## config.mk

```make
export PLATFORM = sky130hd
export DESIGN_NAME = sleep_wakeup_timer_table_core
export DESIGN_NICKNAME = d
export VERILOG_FILES = /design/src/hdl/swt_pkg.sv /design/src/hdl/swt_ram.sv /design/src/hdl/swt_cmp.sv /design/src/hdl/sleep_wakeup_timer_table_core.sv
export SDC_FILE = /design/constraint.sdc
export NUM_CORES = 2
export LEC_CHECK = 0
export ABC_AREA = 0
export BUFFER_PORTS_ARGS = -buffer_cell sky130_fd_sc_hd__buf_2
export CORE_MARGIN = 2
export CORE_UTILIZATION = 60
export CTS_CLUSTER_SIZE = 8
export DETAILED_ROUTE_END_ITERATION = 7
export PLACE_DENSITY = 0.77
export SLEW_MARGIN = 20
export SYNTH_ARGS = -nofsm -noshare
export SYNTH_HDL_FRONTEND = slang
export SYNTH_HIERARCHICAL = 1
export SYNTH_SLANG_ARGS = --single-unit
export TNS_END_PERCENT = 1
```

## constraint.sdc

```tcl
create_clock -name clock -period 14.45 [get_ports clock]
set_clock_uncertainty 0.15 [all_clocks]
set_input_delay 3.6125 -clock clock [delete_from_list [all_inputs] [get_ports clock]]
set_output_delay 3.6125 -clock clock [all_outputs]
set_load 0.01 [all_outputs]
```

## src/hdl/swt_pkg.sv

```systemverilog
`timescale 1ns / 1ps

package swt_pkg;

   localparam int TICK_W    = 63;
   localparam int TASK_ID_W = 8;

   localparam logic [TICK_W-1:0] TICK_ALL_ONES = {TICK_W{1'b1}};

   localparam logic ACT_SLEEP = 1'b0;
   localparam logic ACT_TICK  = 1'b1;

   typedef enum logic [2:0] {
      ST_IDLE = 3'b001,
      ST_SCAN = 3'b010,
      ST_EMIT = 3'b100
   } state_type;

   typedef struct packed {
      logic due;
      logic lower;
   } cmp_res_type;

endpackage

```

## src/hdl/swt_ram.sv

```systemverilog
`timescale 1ns / 1ps

module swt_ram #(
   parameter int WIDTH = 8,
   parameter int DEPTH = 16
) (
   input  logic                     clock,
   input  logic                     wr_en,
   input  logic [$clog2(DEPTH)-1:0] wr_addr,
   input  logic [WIDTH-1:0]         wr_data,
   input  logic                     rd_en,
   input  logic [$clog2(DEPTH)-1:0] rd_addr,
   output logic [WIDTH-1:0]         rd_data
);

   logic [WIDTH-1:0] mem [DEPTH];

   always_ff @(posedge clock) begin
      if (wr_en) begin
         mem[wr_addr] <= wr_data;
      end
      if (rd_en) begin
         rd_data <= mem[rd_addr];
      end
   end

endmodule

```

## src/hdl/swt_cmp.sv

```systemverilog
`timescale 1ns / 1ps

module swt_cmp
   import swt_pkg::*;
(
   input  logic [TICK_W-1:0] wake,
   input  logic [TICK_W-1:0] now,
   input  logic [TICK_W-1:0] floor_val,
   output cmp_res_type       res
);

   // due: wake at or before now; lower: wake below running minimum
   assign res.due   = (wake <= now);
   assign res.lower = (wake < floor_val);

endmodule

```

## src/hdl/sleep_wakeup_timer_table_core.sv

```systemverilog
`timescale 1ns / 1ps

// Sleep word: the result is registered and appears in the cycle after acceptance; a new
// word may start on the next cycle. Tick word: one comparator scans the slot RAM for all
// sleepers, then issues one result per woken task (or a single result), one per cycle.
// A tick word keeps the core busy through the scan and the emission of its results.
// Synchronous reset empties the table and sets earliest wake to all ones; slot RAM
// contents are left as they are. Results cannot be stalled by the receiver.
module sleep_wakeup_timer_table_core
   import swt_pkg::*;
#(
   parameter int SLOTS     = 16,
   parameter int TASK_BITS = 8
) (
   input  logic                 clock,
   input  logic                 reset,
   input  logic                 start,
   output logic                 busy,
   input  logic                 req_action,
   input  logic [TASK_ID_W-1:0] req_task_id,
   input  logic [TICK_W-1:0]    req_wake_tick,
   input  logic [TICK_W-1:0]    req_now_tick,
   output logic                 rsp_strobe,
   output logic                 rsp_woken_valid,
   output logic [TASK_ID_W-1:0] rsp_woken_task,
   output logic                 rsp_accepted,
   output logic [TICK_W-1:0]    rsp_earliest_wake,
   output logic                 rsp_last
);

   localparam int IDX_W  = $clog2(SLOTS);
   localparam int CNT_W  = $clog2(SLOTS + 1);
   localparam int SLOT_W = TASK_BITS + TICK_W;

   state_type          state_ff, state_in;
   logic [CNT_W-1:0]   cnt_ff, cnt_in;
   logic [TICK_W-1:0]  next_wake_ff, next_wake_in;
   logic [CNT_W-1:0]   rd_idx_ff, rd_idx_in;
   logic               pend_ff, pend_in;
   logic [CNT_W-1:0]   keep_ff, keep_in;
   logic [CNT_W-1:0]   nw_ff, nw_in;
   logic [CNT_W-1:0]   em_idx_ff, em_idx_in;
   logic [TICK_W-1:0]  early_ff, early_in;
   logic [TICK_W-1:0]  now_ff, now_in;
   logic               strobe_ff, strobe_in;
   logic               wvalid_ff, wvalid_in;
   logic               acc_ff, acc_in;
   logic               last_ff, last_in;

   logic               s_we, s_re;
   logic [IDX_W-1:0]   s_waddr, s_raddr;
   logic [SLOT_W-1:0]  s_wdata, s_rdata;
   logic               w_we, w_re;
   logic [IDX_W-1:0]   w_waddr, w_raddr;
   logic [TASK_BITS-1:0] w_wdata, w_rdata;

   logic [TASK_BITS-1:0]           s_rd_task;
   logic [TICK_W-1:0]              s_rd_wake;
   logic [TASK_BITS+TASK_ID_W-1:0] id_ext, wk_ext;
   logic [TICK_W-1:0]              cmp_wake, cmp_floor;
   cmp_res_type                    cmp_res;

   assign s_rd_task = s_rdata[SLOT_W-1 -: TASK_BITS];
   assign s_rd_wake = s_rdata[TICK_W-1:0];
   assign id_ext    = {{TASK_BITS{1'b0}}, req_task_id};
   assign wk_ext    = {{TASK_ID_W{1'b0}}, w_rdata};

   swt_ram #(.WIDTH(SLOT_W), .DEPTH(SLOTS)) u_slot_ram (
      .clock   (clock),
      .wr_en   (s_we),
      .wr_addr (s_waddr),
      .wr_data (s_wdata),
      .rd_en   (s_re),
      .rd_addr (s_raddr),
      .rd_data (s_rdata)
   );

   swt_ram #(.WIDTH(TASK_BITS), .DEPTH(SLOTS)) u_woken_ram (
      .clock   (clock),
      .wr_en   (w_we),
      .wr_addr (w_waddr),
      .wr_data (w_wdata),
      .rd_en   (w_re),
      .rd_addr (w_raddr),
      .rd_data (w_rdata)
   );

   // shared comparator: request word when idle, RAM word while scanning
   assign cmp_wake  = (state_ff == ST_SCAN) ? s_rd_wake : req_wake_tick;
   assign cmp_floor = (state_ff == ST_SCAN) ? early_ff  : next_wake_ff;

   swt_cmp u_cmp (
      .wake      (cmp_wake),
      .now       (now_ff),
      .floor_val (cmp_floor),
      .res       (cmp_res)
   );

   always_comb begin
      state_in     = state_ff;
      cnt_in       = cnt_ff;
      next_wake_in = next_wake_ff;
      rd_idx_in    = rd_idx_ff;
      pend_in      = 1'b0;
      keep_in      = keep_ff;
      nw_in        = nw_ff;
      em_idx_in    = em_idx_ff;
      early_in     = early_ff;
      now_in       = now_ff;
      strobe_in    = 1'b0;
      wvalid_in    = 1'b0;
      acc_in       = 1'b0;
      last_in      = 1'b0;
      s_we         = 1'b0;
      s_waddr      = keep_ff[IDX_W-1:0];
      s_wdata      = s_rdata;
      s_re         = 1'b0;
      s_raddr      = rd_idx_ff[IDX_W-1:0];
      w_we         = 1'b0;
      w_waddr      = nw_ff[IDX_W-1:0];
      w_wdata      = s_rd_task;
      w_re         = 1'b0;
      w_raddr      = em_idx_ff[IDX_W-1:0];

      unique case (state_ff)
         ST_IDLE: begin
            if (start) begin
               if (req_action == ACT_SLEEP) begin
                  strobe_in = 1'b1;
                  last_in   = 1'b1;
                  if (cnt_ff < CNT_W'(SLOTS)) begin
                     s_we    = 1'b1;
                     s_waddr = cnt_ff[IDX_W-1:0];
                     s_wdata = {id_ext[TASK_BITS-1:0], req_wake_tick};
                     cnt_in  = cnt_ff + 1'b1;
                     acc_in  = 1'b1;
                     if (cmp_res.lower) begin
                        next_wake_in = req_wake_tick;
                     end
                  end
               end else begin
                  state_in  = ST_SCAN;
                  rd_idx_in = '0;
                  keep_in   = '0;
                  nw_in     = '0;
                  early_in  = TICK_ALL_ONES;
                  now_in    = req_now_tick;
               end
            end
         end
         ST_SCAN: begin
            if (rd_idx_ff < cnt_ff) begin
               s_re      = 1'b1;
               rd_idx_in = rd_idx_ff + 1'b1;
               pend_in   = 1'b1;
            end
            if (pend_ff) begin
               if (cmp_res.due) begin
                  w_we  = 1'b1;
                  nw_in = nw_ff + 1'b1;
               end else begin
                  s_we    = 1'b1;
                  keep_in = keep_ff + 1'b1;
                  if (cmp_res.lower) begin
                     early_in = s_rd_wake;
                  end
               end
            end else if (rd_idx_ff == cnt_ff) begin
               state_in     = ST_EMIT;
               cnt_in       = keep_ff;
               next_wake_in = early_ff;
               em_idx_in    = '0;
            end
         end
         ST_EMIT: begin
            strobe_in = 1'b1;
            if (nw_ff == '0) begin
               last_in  = 1'b1;
               state_in = ST_IDLE;
            end else begin
               w_re      = 1'b1;
               wvalid_in = 1'b1;
               last_in   = (em_idx_ff == nw_ff - 1'b1);
               em_idx_in = em_idx_ff + 1'b1;
               if (em_idx_ff == nw_ff - 1'b1) begin
                  state_in = ST_IDLE;
               end
            end
         end
         default: begin
            state_in = ST_IDLE;
         end
      endcase
   end

   always_ff @(posedge clock) begin
      if (reset) begin
         state_ff     <= ST_IDLE;
         cnt_ff       <= '0;
         next_wake_ff <= TICK_ALL_ONES;
         pend_ff      <= 1'b0;
         strobe_ff    <= 1'b0;
         wvalid_ff    <= 1'b0;
      end else begin
         state_ff     <= state_in;
         cnt_ff       <= cnt_in;
         next_wake_ff <= next_wake_in;
         pend_ff      <= pend_in;
         strobe_ff    <= strobe_in;
         wvalid_ff    <= wvalid_in;
      end
   end

   always_ff @(posedge clock) begin
      rd_idx_ff <= rd_idx_in;
      keep_ff   <= keep_in;
      nw_ff     <= nw_in;
      em_idx_ff <= em_idx_in;
      early_ff  <= early_in;
      now_ff    <= now_in;
      acc_ff    <= acc_in;
      last_ff   <= last_in;
   end

   assign busy              = (state_ff != ST_IDLE);
   assign rsp_strobe        = strobe_ff;
   assign rsp_woken_valid   = wvalid_ff;
   assign rsp_woken_task    = wvalid_ff ? wk_ext[TASK_ID_W-1:0] : '0;
   assign rsp_accepted      = acc_ff;
   assign rsp_earliest_wake = next_wake_ff;
   assign rsp_last          = last_ff;

`ifndef SYNTHESIS
   a_cnt_bound: assert property (@(posedge clock) disable iff (reset)
      cnt_ff <= CNT_W'(SLOTS))
      else $error("sleeper count beyond table size");

   a_keep_behind: assert property (@(posedge clock) disable iff (reset)
      (state_ff == ST_SCAN) |-> (keep_ff + nw_ff + CNT_W'(pend_ff) == rd_idx_ff))
      else $error("scan bookkeeping out of step");

   a_valid_strobe: assert property (@(posedge clock) disable iff (reset)
      wvalid_ff |-> strobe_ff)
      else $error("woken task shown without strobe");

   a_tick_scan: assert property (@(posedge clock) disable iff (reset)
      (start && !busy && req_action == ACT_TICK) |=> (state_ff == ST_SCAN))
      else $error("tick word did not enter scan");
`endif

endmodule
```

== Yosys cells after proc, flatten, opt, wreduce, memory -nomap -nowiden ==
Memory sizes are Yosys's and may differ from the RTL's. A register that Yosys moved wholly into a read port is not among the register bits.
Cells that the tools add are included.
Storage, ports and cells
  input bits: 138
  memories: 2
  register bits: 222
  word-level logic and storage cells: 131
  RAM bits: 1264
Cells by class
  add/subtract/negate cells: 6
  magnitude comparators: 4
  multiplexer cells: 73
  equality and inequality tests: 20
  reduce and logical (&&, ||, !) cells: 12
Memories
  u_slot_ram.mem: words 16, bits a word 71, rd ports 1, clocked after Yosys merged registers in 1, wr ports 1, line swt_ram.sv:16  | logic [WIDTH-1:0] mem [DEPTH];
  u_woken_ram.mem: words 16, bits a word 8, rd ports 1, clocked after Yosys merged registers in 1, wr ports 1, line swt_ram.sv:16
Operators by type and width (number)
  63-bit two-way mux: 13
  71-bit two-way mux: 4
  63-bit one-hot mux with 2 select lines: 2
  5-bit two-way mux: 15
  63-bit <= comparator: 1
  63-bit < comparator: 1
  5-bit one-hot mux with 2 select lines: 5
  5-bit by 1-bit adder with 5-bit output, second input constant: 5
  2-bit != test, second input constant: 11
  1-bit two-way mux: 19
  3-bit two-way mux: 6
  4-bit two-way mux: 4
  5-bit AND reduction: 3
  6-bit AND reduction: 2
  5-bit equality test: 2
  3-bit one-hot mux with 3 select lines: 1
  8-bit two-way mux: 1
  4-bit AND reduction: 2
  7-bit AND reduction: 1
  1-bit one-hot mux with 2 select lines: 3
  5-bit logical NOT: 1
  5-bit < comparator: 1
  5-bit < comparator, second input constant: 1
  5-bit by 1-bit subtractor with 5-bit output, second input constant: 1
  other kinds (8): 10

== Logic depth before layout (Yosys ltp) ==
  depth after elaboration: 8
  gate-level depth with buffers: 19

== Modules after synthesis ==
The synthesis kept the hierarchy.
Modules (own cells, without submodules)
  swt_ram (u_slot_ram): cells an instance 1826, area an instance 44622.8 sq um, instances 1
  sleep_wakeup_timer_table_core: cells an instance 1264, area an instance 11426.0 sq um, instances 1
  swt_ram (u_woken_ram): cells an instance 229, area an instance 5227.5 sq um, instances 1
  swt_cmp: cells an instance 450, area an instance 3194.3 sq um, instances 1

== Worst setup path after synthesis ==
No wires, ideal clock.
  path kind: input to register
  from: in req_wake_tick[61]
  to: mem u_slot_ram/mem[0][0] (netlist bit), enable pin
  setup time: 0.587 ns
  data arrival time: 10.833 ns
  buffers on the path: 0
  setup slack: 2.879 ns
  data required time: 13.713 ns
  stages on the path: 12
  cells stage by stage: and2_1 -> a21o_1 -> ha_1 -> nand4_2 -> nor4_4 -> nand4_1 -> a2111oi_0 -> o21ai_0 -> nand3b_1 -> nand2_1 -> or3b_1 -> nor3_1
RTL lines
  from (decl): line sleep_wakeup_timer_table_core.sv:21  | input logic [TICK_W-1:0] req_wake_tick,
  to (decl): line swt_ram.sv:16

==> impl_metrics.env <==
export IMPL_status="finished, final reports clean"
export IMPL_antenna_found_initial=8
export IMPL_clkSinkCount=1565
export IMPL_syn_inst=3769
export IMPL_finalWeightedCongestion=0.846
export IMPL_overflow=0
export IMPL_dieArea_um2=110000
export IMPL_p_leak_nw=25.9
export IMPL_fmax_ghz=0.113
export IMPL_core_um2=107000
export IMPL_p_int_mw=8.19
export IMPL_worstPathArrival_ps=9070
export IMPL_numCtsBuffers=213
export IMPL_drive_above_1_share_pct=20.6
export IMPL_hold_violations=0
export IMPL_syn_to_final_growth_pct=13.7
export IMPL_max_slew_margin_rel_pct=18.1
export IMPL_hold_class="register to register"
export IMPL_io_pin_count=214
export IMPL_hold_buffers=0
export IMPL_grt_pass1_vias=38085
export IMPL_pwr_share_clk_pct=43.2
export IMPL_setup_tns_ps=0
export IMPL_yosys_warnings=6
export IMPL_io_buffers=213
export IMPL_netSwitchingFraction_pct=23.8
export IMPL_rows=120
export IMPL_p_comb_share_pct=8.8
export IMPL_htreeDepth=4
export IMPL_rsz0062_at_grt="no"
export IMPL_drt_iter0_markers=5111
export IMPL_track_usage_pct=31.6
export IMPL_synth_edf_count=1489
export IMPL_cts_resized=0
export IMPL_period_share_pct=61.0
export IMPL_synthArstFlopShare_pct=0
export IMPL_ys_ff_latch=1565
export IMPL_syn_area_per_cell_um2=17.1
export IMPL_dpl_cell_count=5252
export IMPL_critPathMaxFanout=47
export IMPL_grt_start_max_net_pins=110
export IMPL_setup_viol=0
export IMPL_hold_path_cell_count=2
export IMPL_setup_worst_path_start="req_wake_tick[61]"
export IMPL_instances_no_fill=5621
export IMPL_cap_violations=0
export IMPL_seq_power_share_pct=48.0
export IMPL_stdcell_area_um2=73300
export IMPL_vias_per_cell=6.64
export IMPL_power_density_nw_per_um2=147
export IMPL_required_ps=14700
export IMPL_cts_setup_buffers=0
export IMPL_period_minus_slack_ps=8820
export IMPL_cts_tree="done"
export IMPL_wl_per_cell_um=30.7
export IMPL_clock_tree_root_cell="clkbuf_16"
export IMPL_worst_pin_slew_ps=1230
export IMPL_worstRegToRegCells=15
export IMPL_wl_mm=172
export IMPL_grt_pass1_wl_mm=253
export IMPL_die_h_um=332
export IMPL_synth_nets=4043
export IMPL_dr_pass1_iters=6
export IMPL_cp_start_kind="input pin"
export IMPL_dp_hpwl_mm=95.0
export IMPL_clk_pin_slew_worst_paths_ps=50
export IMPL_ir_drop_uv=136
export IMPL_nets=4339
export IMPL_drv_slew=0
export IMPL_p_switching_mw=2.56
export IMPL_r2r_start="state_ff[1]"
export IMPL_crit_type="input pin to register"
export IMPL_placed_area_um2=67100
export IMPL_drc=0
export IMPL_vias=37314
export IMPL_die_x_um=332
export IMPL_yosysSeqAreaShare_pct=71.7
export IMPL_syn_cell_area_um2=64500
export IMPL_cp_end_kind="register"
export IMPL_synthDistinctLibCells=60
export IMPL_clockBufferDepth=3
export IMPL_start_util_pct=60.4
export IMPL_insertion_delay_ps=810
export IMPL_hold_start="cnt_ff[4]"
export IMPL_ys_flop_type="edfxtp_1"
export IMPL_ant_nets=0
through the flow:
step / utilization, % / total power [mW] / hold slack (ps) / setup WS (ps)
finish: 68.7 / 10.8 / 392 / 5630
CTS: 68.6 / 10.8 / 373 / 5800
global route: 68.7 / 11.1 / 417 / 5590
floorplan: - / 5.83 / 325 / 2880
global placement: 62.8 / 6.13 / 354 / 5200
detailed placement: 62.8 / 6.16 / 362 / 5070
layer usage:
layer  track usage [%]  routed length, um  vias to the layer above
met3              7.57              19500                      390
met5                 0                 12                        -
met1              41.9              62200                    18820
met2              50.7              84500                     2686
li1                  -                  -                    15416
met4              13.0               6260                        2
worst paths after layout:
kind / endpoint / slack [ps]
min: cnt_ff[4] / 390
max reg2reg: u_slot_ram/mem[9][57] / 6650
max: u_slot_ram/mem[9][57] / 5630
min reg2reg: cnt_ff[4] / 390
final cells by class:
cell class	instances	area, um^2
clock buffers	352	5880
repair buffers	284	1680
clock inverters	14	307
multi-input cells	1855	16900
inverters	146	554
fillers	6453	33400
diodes	2	5.00
well taps	1403	1760
flip-flops and latches	1565	46200
power groups by stage:
stage	clock (mW)	sequential, mW	combinational, mW
global placement	0	5.24	0.891
finish	4.65	5.16	0.945
CTS	4.69	5.16	0.934
detailed placement	0	5.25	0.912
global route	4.88	5.16	1.01
floorplan	0	5.24	0.584
state kept, by name, summed over array words and instances (netlist names), 3 cells and up:
signal,flops
u_slot_ram/mem,1136
rsp_earliest_wake,63
u_slot_ram/rd_data,71
now_ff,63
state_ff,3
nw_ff,5
early_ff,63
u_woken_ram/rd_data,8
rd_idx_ff,5
u_woken_ram/mem,128
cnt_ff,5
em_idx_ff,5
keep_ff,5
placed cells by master, fill, tap and decap left out, types with 5 or more instances in the layout:
cell type     n
nand2b_1     69
nor2_4       13
a221oi_1     59
a221oi_2     10
inv_1       143
o21bai_1     40
nand2_1     531
clkbuf_1    137
xor2_1       10
o21ai_0      45
clkbuf_16   214
buf_2       214
edfxtp_1   1489
nand3b_1      7
a21oi_1      52
buf_4        65
mux4_2      302
a211oi_1      6
dfxtp_1      76
nand4_1      20
and2_1       79
a22oi_1     161
xnor2_1       8
nor2_1       39
nand3_1      27
clkinv_16     6
nor3_2        5
o22ai_1       5
o21a_1        5
ha_1        136
and4_1        9
a21o_1       71
nor3_1       77
mux4_1       14
critical path: stages:
cell and delay, ps:
buf_2 120, and2_1 150, a21o_1 170, ha_1 310, nand4_2 210, nor4_4 650
nand4_1 230, a2111oi_0 410, o21ai_0 300, nand3b_1 330, nand2_1 220, nand3b_1 350
nor2_4 1040, buf_4 900
synth_stat cells (6+ instances only):
library cell	instances	share of area [%]
o21ai_0	47	0.36
nor3_1	82	0.64
buf_1	30	0.17
ha_1	136	2.6
nand4_1	20	0.19
a221oi_1	59	0.80
clkbuf_1	116	0.68
buf_6	20	0.35
buf_2	25	0.19
inv_1	146	0.85
o21bai_1	40	0.47
xnor2_1	8	0.11
xor2_1	10	0.14
dfxtp_1	76	2.4
nand2b_1	69	0.67
and4_1	9	0.12
edfxtp_1	1489	69
mux4_2	302	11
a21o_1	71	0.83
and2_1	80	0.78
nor2_1	52	0.30
nor2b_1	6	0.058
nand3b_1	7	0.082
a22oi_1	161	1.9
nand3_1	28	0.22
buf_4	9	0.10
nand2_1	532	3.1
a211oi_1	6	0.070
a221oi_2	10	0.23
mux4_1	14	0.57
a21oi_1	52	0.40
cell families after synthesis:
group	count (synthesis)	share of synthesized area (%)
mux	317	11.1
buf+inv	349	2.39
flops	1565	71.7
xor+xnor	18	0.245
simple gates	909	6.47
compound gates	475	5.40
fa+ha+maj	136	2.64
No activity file was read; power rests on OpenSTA's default activity.
